### src/rtl/jpi_pkg.sv
// Shared types and constants for the jerk profile integrator.
// Used by the channel interfaces, the term unit and the top level; no dependencies.
package jpi_pkg;

    localparam int unsigned CMD_W      = 16;
    localparam int unsigned TIME_W     = 16;
    localparam int unsigned GAIN_W     = 32;
    localparam int unsigned STATE_W    = 64;
    localparam int unsigned ELAPSED_W  = 40;
    localparam int unsigned OPA_W      = 64;
    localparam int unsigned OPB_W      = 48;
    localparam int unsigned JERK_W     = 47;
    localparam int unsigned ACC_W      = 67;
    localparam int unsigned CFG_ADDR_W = 2;
    localparam int unsigned CFG_DATA_W = 64;

    localparam logic [GAIN_W-1:0] GAIN_RESET = 32'h0001_0000;

    typedef enum logic [CFG_ADDR_W-1:0] {
        CFG_JERK_GAIN  = 2'd0,
        CFG_INIT_ACCEL = 2'd1,
        CFG_INIT_SPEED = 2'd2
    } cfg_idx_t;

    // Rounding and scaling applied by the term unit to its raw product.
    typedef enum logic [2:0] {
        MODE_RAW,
        MODE_SH15,
        MODE_SH16,
        MODE_SH32,
        MODE_SH33,
        MODE_DIV6
    } mode_t;

    typedef struct packed {
        logic              start;
        logic [OPA_W-1:0]  a;
        logic [OPB_W-1:0]  b;
        mode_t             mode;
    } unit_req_t;

    typedef struct packed {
        logic              done;
        logic [OPA_W-1:0]  q;
    } unit_rsp_t;

    // Operation sequence of one segment.
    typedef enum logic [3:0] {
        OP_T2,
        OP_T3,
        OP_JERK,
        OP_D_SPEED,
        OP_D_ACCEL,
        OP_D_JERK,
        OP_V_ACCEL,
        OP_V_JERK,
        OP_A_JERK
    } op_t;

    typedef enum logic [1:0] {
        S_IDLE,
        S_ISSUE,
        S_WAIT,
        S_COMMIT
    } top_state_t;

    typedef enum logic [2:0] {
        U_IDLE,
        U_MUL,
        U_ACC,
        U_ROUND,
        U_SHIFT,
        U_DIV,
        U_DONE
    } unit_state_t;

endpackage

### src/rtl/jpi_term_unit.sv
// Shared multiply, round and scale unit: 64x48 product from four 32x32 partial
// products, rounding shift, and an optional divide by six. Depends on jpi_pkg.
module jpi_term_unit import jpi_pkg::*;
(
    input  logic      clk,
    input  logic      rst_n,
    input  unit_req_t req,
    output unit_rsp_t rsp
);

    localparam int unsigned PROD_W    = 96;
    localparam int unsigned DIG_W     = 8;
    localparam int unsigned QUO_W     = OPB_W;
    localparam int unsigned DIV_STEPS = QUO_W / DIG_W;
    localparam int unsigned CNT_W     = $clog2(DIV_STEPS);

    unit_state_t         state_reg, state_next;
    logic [OPA_W-1:0]    a_reg;
    logic [OPB_W-1:0]    b_reg;
    mode_t               mode_reg;
    logic [PROD_W-1:0]   prod_reg;
    logic [63:0]         pp_reg;
    logic [1:0]          k_reg;
    logic [QUO_W-1:0]    dq_reg;
    logic [1:0]          rem_reg;
    logic [CNT_W-1:0]    cnt_reg;
    logic [OPA_W-1:0]    q_reg;

    logic [31:0]         mul_a;
    logic [31:0]         mul_b;
    logic [63:0]         mul_p;
    logic [PROD_W-1:0]   pp_pos;
    logic [PROD_W-1:0]   half;
    logic [OPA_W-1:0]    q_shift;
    logic [DIG_W-1:0]    qbits;
    logic [1:0]          rem_new;
    logic [QUO_W-1:0]    dq_next;
    logic                div_last;

    // Partial product select: k[1] picks the half of a, k[0] the half of b.
    assign mul_a = k_reg[1] ? a_reg[63:32] : a_reg[31:0];
    assign mul_b = k_reg[0] ? {16'd0, b_reg[47:32]} : b_reg[31:0];
    assign mul_p = mul_a * mul_b;
    assign div_last = (cnt_reg == CNT_W'(DIV_STEPS - 1));

    always_comb
    begin
        case (k_reg)
            2'd0:    pp_pos = {32'd0, pp_reg};
            2'd3:    pp_pos = {pp_reg[31:0], 64'd0};
            default: pp_pos = {pp_reg, 32'd0};
        endcase
    end

    always_comb
    begin
        case (mode_reg)
            MODE_SH15: half = PROD_W'(1) << 14;
            MODE_SH16: half = PROD_W'(1) << 15;
            MODE_SH32: half = PROD_W'(1) << 31;
            MODE_SH33: half = PROD_W'(1) << 32;
            MODE_DIV6: half = PROD_W'(3) << 47;
            default:   half = '0;
        endcase
    end

    always_comb
    begin
        case (mode_reg)
            MODE_SH15: q_shift = prod_reg[78:15];
            MODE_SH16: q_shift = prod_reg[79:16];
            MODE_SH32: q_shift = prod_reg[95:32];
            MODE_SH33: q_shift = {1'b0, prod_reg[95:33]};
            default:   q_shift = prod_reg[63:0];
        endcase
    end

    // Eight steps of restoring division by three on the top byte.
    always_comb
    begin
        logic [2:0] r3;
        logic [1:0] r;
        r = rem_reg;
        qbits = '0;
        for (int i = 0; i < DIG_W; i++)
        begin
            r3 = {r, dq_reg[QUO_W-1-i]};
            if (r3 >= 3'd3)
            begin
                qbits[DIG_W-1-i] = 1'b1;
                r = 2'(r3 - 3'd3);
            end
            else
            begin
                r = r3[1:0];
            end
        end
        rem_new = r;
        dq_next = {dq_reg[QUO_W-DIG_W-1:0], qbits};
    end

    always_comb
    begin
        case (state_reg)
            U_IDLE:  state_next = req.start ? U_MUL : U_IDLE;
            U_MUL:   state_next = U_ACC;
            U_ACC:   state_next = (k_reg == 2'd3) ? U_ROUND : U_MUL;
            U_ROUND: state_next = U_SHIFT;
            U_SHIFT: state_next = (mode_reg == MODE_DIV6) ? U_DIV : U_DONE;
            U_DIV:   state_next = div_last ? U_DONE : U_DIV;
            U_DONE:  state_next = U_IDLE;
            default: state_next = U_IDLE;
        endcase
    end

    always_comb
    begin
        rsp.done = (state_reg == U_DONE);
        rsp.q    = q_reg;
    end

    always_ff @(posedge clk or negedge rst_n)
    begin
        if (!rst_n)
            state_reg <= U_IDLE;
        else
            state_reg <= state_next;
    end

    always_ff @(posedge clk)
    begin
        case (state_reg)
            U_IDLE:
            begin
                if (req.start)
                begin
                    a_reg    <= req.a;
                    b_reg    <= req.b;
                    mode_reg <= req.mode;
                    prod_reg <= '0;
                    k_reg    <= '0;
                end
            end
            U_MUL:
            begin
                pp_reg <= mul_p;
            end
            U_ACC:
            begin
                prod_reg <= prod_reg + pp_pos;
                k_reg    <= k_reg + 2'd1;
            end
            U_ROUND:
            begin
                prod_reg <= prod_reg + half;
            end
            U_SHIFT:
            begin
                q_reg   <= q_shift;
                dq_reg  <= prod_reg[PROD_W-1:PROD_W-QUO_W];
                rem_reg <= '0;
                cnt_reg <= '0;
            end
            U_DIV:
            begin
                dq_reg  <= dq_next;
                rem_reg <= rem_new;
                cnt_reg <= cnt_reg + CNT_W'(1);
                if (div_last)
                    q_reg <= {{(OPA_W-QUO_W){1'b0}}, dq_next};
            end
            default:
            begin
            end
        endcase
    end

endmodule

### config.mk
export PLATFORM = sky130hd
export DESIGN_NAME = jpi_term_unit
export DESIGN_NICKNAME = d
export VERILOG_FILES = /design/src/rtl/jpi_pkg.sv /design/src/rtl/jpi_term_unit.sv
export SDC_FILE = /design/constraint.sdc
export NUM_CORES = 2
export LEC_CHECK = 0
export BUFFER_PORTS_ARGS = -buffer_cell sky130_fd_sc_hd__buf_4
export CAP_MARGIN = 20
export CORE_UTILIZATION = 40
export DETAILED_ROUTE_END_ITERATION = 8
export SYNTH_ARGS = -nofsm -noshare
export SYNTH_HDL_FRONTEND = slang
export SYNTH_SLANG_ARGS = --single-unit
### constraint.sdc
create_clock -name clk -period 27.5 [get_ports clk]
set_input_delay 2.75 -clock clk [delete_from_list [all_inputs] [get_ports clk]]
set_output_delay 2.75 -clock clk [all_outputs]
set_load 0.1 [all_outputs]
After elaboration in Yosys (flattened, before gate mapping)
Index checks and enable logic that the tools add are counted.

cells by class
  $mul = 1
  magnitude comparators = 8
  mux-type cells = 35
  reductions and logical operators = 9
  $add $sub $neg = 12
  eq/ne operators = 15

operators by type and width
  cell                                                                    count
  96-bit one-hot mux with 3 select lines                                  1
  64-bit one-hot mux with 4 select lines                                  1
  49-bit one-hot mux with 5 select lines                                  1
  96-bit adder                                                            2
  96-bit one-hot mux with 2 select lines                                  1
  64-bit one-hot mux with 2 select lines                                  1
  96-bit 2-to-1 mux                                                       1
  48-bit one-hot mux with 2 select lines                                  1
  32-bit by 32-bit multiplier with 64-bit output                          1
  32-bit 2-to-1 mux                                                       2
  64-bit 2-to-1 mux                                                       1
  3-bit by 2-bit >= comparator with 1-bit output (second input constant)  8
  2-bit 2-to-1 mux                                                        12
  3-bit equality test (second input constant)                             6
  3-bit one-hot mux with 6 select lines                                   1
  2-bit subtractor (second input constant)                                8
  3-bit by 2-bit equality test with 1-bit output (second input constant)  4
  1-bit 2-to-1 mux                                                        9
  2-bit one-hot mux with 2 select lines                                   2
  2-bit AND reduction                                                     4
  3-bit by 1-bit equality test with 1-bit output (second input constant)  2
  3-bit one-hot mux with 2 select lines                                   1
  2-bit inequality test (second input constant)                           2
  2-bit nonzero test                                                      2
  other kinds (6)                                                         6

word-level totals
  bits in registers = 397
  output and inout port bits = 65
  bits of input ports = 118

Logic depth before layout (Yosys ltp)
  depth in word-level cells = 18
  depth in mapped cells = 35
  depth with buffers taken out = 33

Least setup slack after synthesis
OpenSTA, ideal clock, no wires.

  path kind = input to register
  start point = input req[115] (netlist name)
  end point = register prod_reg[0], enable pin
  buffers on the path = 0
  data required time = 27.086 ns
  cell stages on the path = 2
  path slack = 10.404 ns
  arrival time = 16.683 ns
  library setup time = 0.414 ns
  path through = nor4b_1 -> or2_2

on the way
  cells in the longest elaborated chain, start to end = 2

ends and longest elaborated chain
  what                                    line                  RTL
  start: declaration                      jpi_term_unit.sv:7    input unit_req_t req,
  2-bit inequality test (no source line)  n/a
  2-bit AND reduction (no source line)    n/a
  end signal: assignment                  jpi_term_unit.sv:150  prod_reg <= prod_reg + pp_pos;
  end signal: assignment                  jpi_term_unit.sv:155  prod_reg <= prod_reg + half;
  end: declaration                        jpi_term_unit.sv:21   logic [PROD_W-1:0] prod_reg;

No other way between the ends.
A chain may end at the register's enable or synchronous reset.

Worst setup path after layout
  start point = register k_reg[0]
  end point = register pp_reg[62], data pin

on the way
  cells in the longest elaborated chain, start to end = 2

ends and longest elaborated chain
  what                                            line                  RTL
  start: declaration                              jpi_term_unit.sv:23   logic [1:0] k_reg;
  start signal: assignment                        jpi_term_unit.sv:151  k_reg <= k_reg + 2'd1;
  32-bit 2-to-1 mux                               jpi_term_unit.sv:42   assign mul_b = k_reg[0] ? {16'd0, b_reg[47:32]} : b_reg[31:0];
  32-bit by 32-bit multiplier with 64-bit output  jpi_term_unit.sv:43   assign mul_p = mul_a * mul_b;
  via mul_p[62]                                   jpi_term_unit.sv:31   logic [63:0] mul_p;
  end signal: assignment                          jpi_term_unit.sv:146  pp_reg <= mul_p;
  end: declaration                                jpi_term_unit.sv:22   logic [63:0] pp_reg;

The timed path passes the listed nets, and every way through them passes these cells.

==> PnR_summary.wiki <==
{| class="wikitable"
! Metric !! Value
|-
| Die height || 375 µm
|-
| WS Path Type || reg -> reg
|-
| Setup fix buffers added after clock tree synthesis || 0
|-
| Peak fanout along the critical path || 44
|-
| Register Area || 11900 µm²
|-
| Top post-synthesis cells by area || sky130_fd_sc_hd__fa_1, sky130_fd_sc_hd__edfxtp_1, sky130_fd_sc_hd__ha_1
|-
| Post-detailed-route DRC marker count || 0
|-
| Proportion of layout cells with a drive suffix above 1 || 7.79%
|-
| Final-report max-slew violation count || 0
|-
| Initial antenna violation count || 4
|-
| Most frequent standard cell in the layout excluding fill and tap cells || sky130_fd_sc_hd__nand2_1
|-
| Synth warn || 0
|-
| Drt pass-1 iters || 6
|-
| Area share of the largest cell type after synthesis || between 30% and 40%
|-
| Count of antenna-violating nets left after detailed routing || 0
|-
| Commonest cells after routing, fill and taps aside || sky130_fd_sc_hd__nand2_1, sky130_fd_sc_hd__inv_1, sky130_fd_sc_hd__fa_1
|-
| Count of buffers from port buffering || ~180
|-
| CTS root buf || sky130_fd_sc_hd__clkbuf_16
|-
| Worst IR Drop VDD || 0.0000471 V
|-
| Skew-Pair Late Insertion Delay || 680 ps
|-
| Critical Path Most Common Cell || sky130_fd_sc_hd__fa_1
|-
| Fin crit period || 10660 ps
|-
| Share of synthesized flip-flops with an asynchronous set or reset || 0.756%
|-
| Multi-input logic area || between 30000 and 40000 µm²
|-
| Seq/Total Area, Yosys || 21.4%
|-
| Max FFs per register || 96
|-
| Clk_skew || 45.8 ps
|-
| Final Hold Violating Endpoints || 0
|-
| Horizontal die dimension || 375 µm
|-
| Top_reg_cell synth || sky130_fd_sc_hd__edfxtp_1
|-
| Vias per std cell || 5.68
|-
| Worst hold-check path type || reg -> reg
|-
| Sequential group share of total power || a little under half
|-
| Vias in the first global route || 45600
|-
| Syn-to-layout area delta || 9.02%
|-
| Number of top-level pins || 183
|-
| Post-cts repair resize count || 0
|-
| Instance count of the mapped netlist || about 6000
|-
| Syn avg cell area || 9.28 µm²
|-
| End-of-flow core utilization || between 40 and 50%
|-
| Worst setup SP type || register
|-
| Number of clock sinks || approximately 400
|-
| Netlist area before placement || 55600 µm²
|-
| Largest buffer count on any clock path || 3
|-
| Arr. time, crit path || 11090 ps
|-
| Actual slew at the worst max-slew pin || ~1200 ps
|-
| Hold buffer count at cts || 0
|-
| DR iter-0 viols || 4739
|-
| Standard-cell row count || 136
|-
| Count of flip-flops with a built-in enable after synthesis || slightly below 400
|-
| Post-layout nets || ~7400
|-
| Overall global routing resource usage || roughly 28%
|-
| Clock network fraction of total power || roughly half
|-
| Switching share of total power || 22.3%
|-
| Clock tree from TritonCTS || done
|-
| Maximum number of pins on one net before global-route repair || 77
|-
| Peak per-stage delay on the critical path || 890 ps
|-
| Initial core utilization || 40.4%
|-
| Total setup violations reported at the end of the flow || 0
|-
| RSZ-0062 raised after global routing || false
|-
| Worst endpoint required time || 27930 ps
|-
| Global-route wire length before repair || 292000 µm
|-
| Post-layout instance area || 60600 µm²
|-
| Number of buffers created by CTS || 49
|-
| Library cell with the largest summed area after synthesis || sky130_fd_sc_hd__fa_1
|-
| GP Congestion || 0.977
|-
| Total number of vias || 44600
|-
| Routed WL per cell || around 25 µm
|-
| Outcome || finished clean
|-
| Total power density per cell area || 22.6 nW/µm²
|-
| Tcrit/Tclk final || 38.8%
|-
| Post-synth net total || 7380
|-
| Total Die Area || approximately 140000 µm²
|-
| Kind of capture point of the worst setup path || register
|-
| Core area || 138000 µm²
|-
| Library cell contributing the largest single delay on the critical path || sky130_fd_sc_hd__nand2_1
|-
| Yosys reg bits || 397
|-
| Number of filler cells placed in the layout || between 10000 and 15000
|-
| Part of the power in combinational logic || 1.0%
|-
| Overall routed net length || just under 200000 µm
|-
| H-tree level count || 2
|-
| Static power due to leakage || between 20 and 30 nW
|-
| Clock-pin slew reported for the worst setup and hold paths after clock tree synthesis || 60 ps
|-
| Maxcap violations || 0
|-
| Placement-stage cell area || 58900 µm²
|-
| Achievable Freq || about 94 MHz
|-
| Net switching power || 0.306 mW
|-
| Design internal power || 1.07 mW
|-
| Setup TNS || 0 ps
|-
| Total congestion overflow after global routing || 0
|-
| Slew HR || 16.2%
|-
| Post-DP HPWL || around 150000 µm
|-
| Library cells used by synthesis || 84
|}
-- worst paths after layout --
path	slack, ps	start	endpoint	cells after the start
min in group asynchronous	1890	rst_n	state_reg[1]	1
worst min-delay path	560	dq_reg[4]	dq_reg[12]	2
worst max register to register	16840	k_reg[0]	pp_reg[62]	29
worst min register to register	560	dq_reg[4]	dq_reg[12]	2
worst max-delay path	16840	k_reg[0]	pp_reg[62]	29
max in group asynchronous	25490	rst_n	state_reg[0]	1
-- layout make-up --
cell class,count,area share (%)
Timing Repair Buffer,267,3.32
Antenna cell,4,0.0165
Tap cell,1794,3.70
Sequential cell,397,19.6
Inverter,1031,6.38
Multi-Input combinational cell,4261,64.1
Clock inverter,36,0.759
Clock buffer,55,2.06
-- metal layers --
metal	up-vias	track usage, %	wire, µm
met5	-	0	73
met4	10	16.0	13300
met3	557	5.26	17900
met2	2359	44.1	88400
met1	22400	36.1	77500
li1	19300	-	-
-- power by group through the flow --
stage               clock network, mW  registers [mW]  logic [mW]
finish                          0.701           0.658      0.0133
detailed placement                  0           0.671      0.0135
CTS                             0.719           0.658      0.0135
global route                    0.736           0.657      0.0140
floorplan                           0           0.671   0.0000433
global placement                    0           0.671      0.0134
-- synthesized netlist by cell type (all sizes together), types with 5 or more instances --
| cell | instances |
|---|---|
| a21oi | 175 |
| ha | 370 |
| a22oi | 176 |
| o31a | 6 |
| or2 | 12 |
| a31o | 5 |
| a211oi | 22 |
| o211ai | 6 |
| and3 | 49 |
| o221ai | 5 |
| o21bai | 24 |
| and2 | 27 |
| edfxtp | 394 |
| inv | 1030 |
| and4 | 10 |
| a221o | 8 |
| a2111oi | 12 |
| a21boi | 11 |
| o22ai | 5 |
| nand2 | 1038 |
| mux2i | 51 |
| xor2 | 58 |
| nor2b | 43 |
| nor2 | 561 |
| nand2b | 30 |
| nor3 | 34 |
| o21a | 29 |
| nand4 | 34 |
| o31ai | 6 |
| nor4 | 7 |
| xnor2 | 87 |
| nand3 | 36 |
| a31oi | 33 |
| o21ai | 103 |
| clkbuf | 267 |
| or3 | 6 |
| mux2 | 56 |
| a41oi | 43 |
| buf | 39 |
| nor3b | 5 |
| a221oi | 17 |
| a21o | 118 |
| fa | 897 |
-- cell families after synthesis --
family / after synthesis / share of synthesized area [%]
xor+xnor: 145 / 2.28
buf+inv: 1337 / 9.02
fa+ha+maj: 1267 / 40.6
mux: 107 / 2.07
compound gates: 833 / 10.4
flops: 397 / 21.4
simple gates: 1909 / 14.3
-- through the flow --
step | instances | hold slack [ps] | setup slack, ps | total power, mW
after floorplan | 5995 | 510 | 10400 | 0.671
after global placement | 7748 | 525 | 16980 | 0.684
after detailed placement | 7749 | 538 | 16960 | 0.684
after CTS | 7840 | 544 | 16960 | 1.39
after global routing | 7841 | 569 | 16370 | 1.41
final | 7845 | 557 | 16840 | 1.37
-- worst max-delay path, delay by kind of cell, from the launching register on --
| family | cells | cell delay (ps) |
|---|---|---|
| adder cells (fa/ha/maj) | 9 | 4380 |
| XOR/XNOR | 1 | 140 |
| AO/OA/AOI/OAI | 9 | 1840 |
| flip-flops | 1 | 470 |
| buffers and inverters | 7 | 1910 |
| AND/OR/NAND/NOR | 3 | 1540 |
No activity file was read; power rests on OpenSTA's default activity.
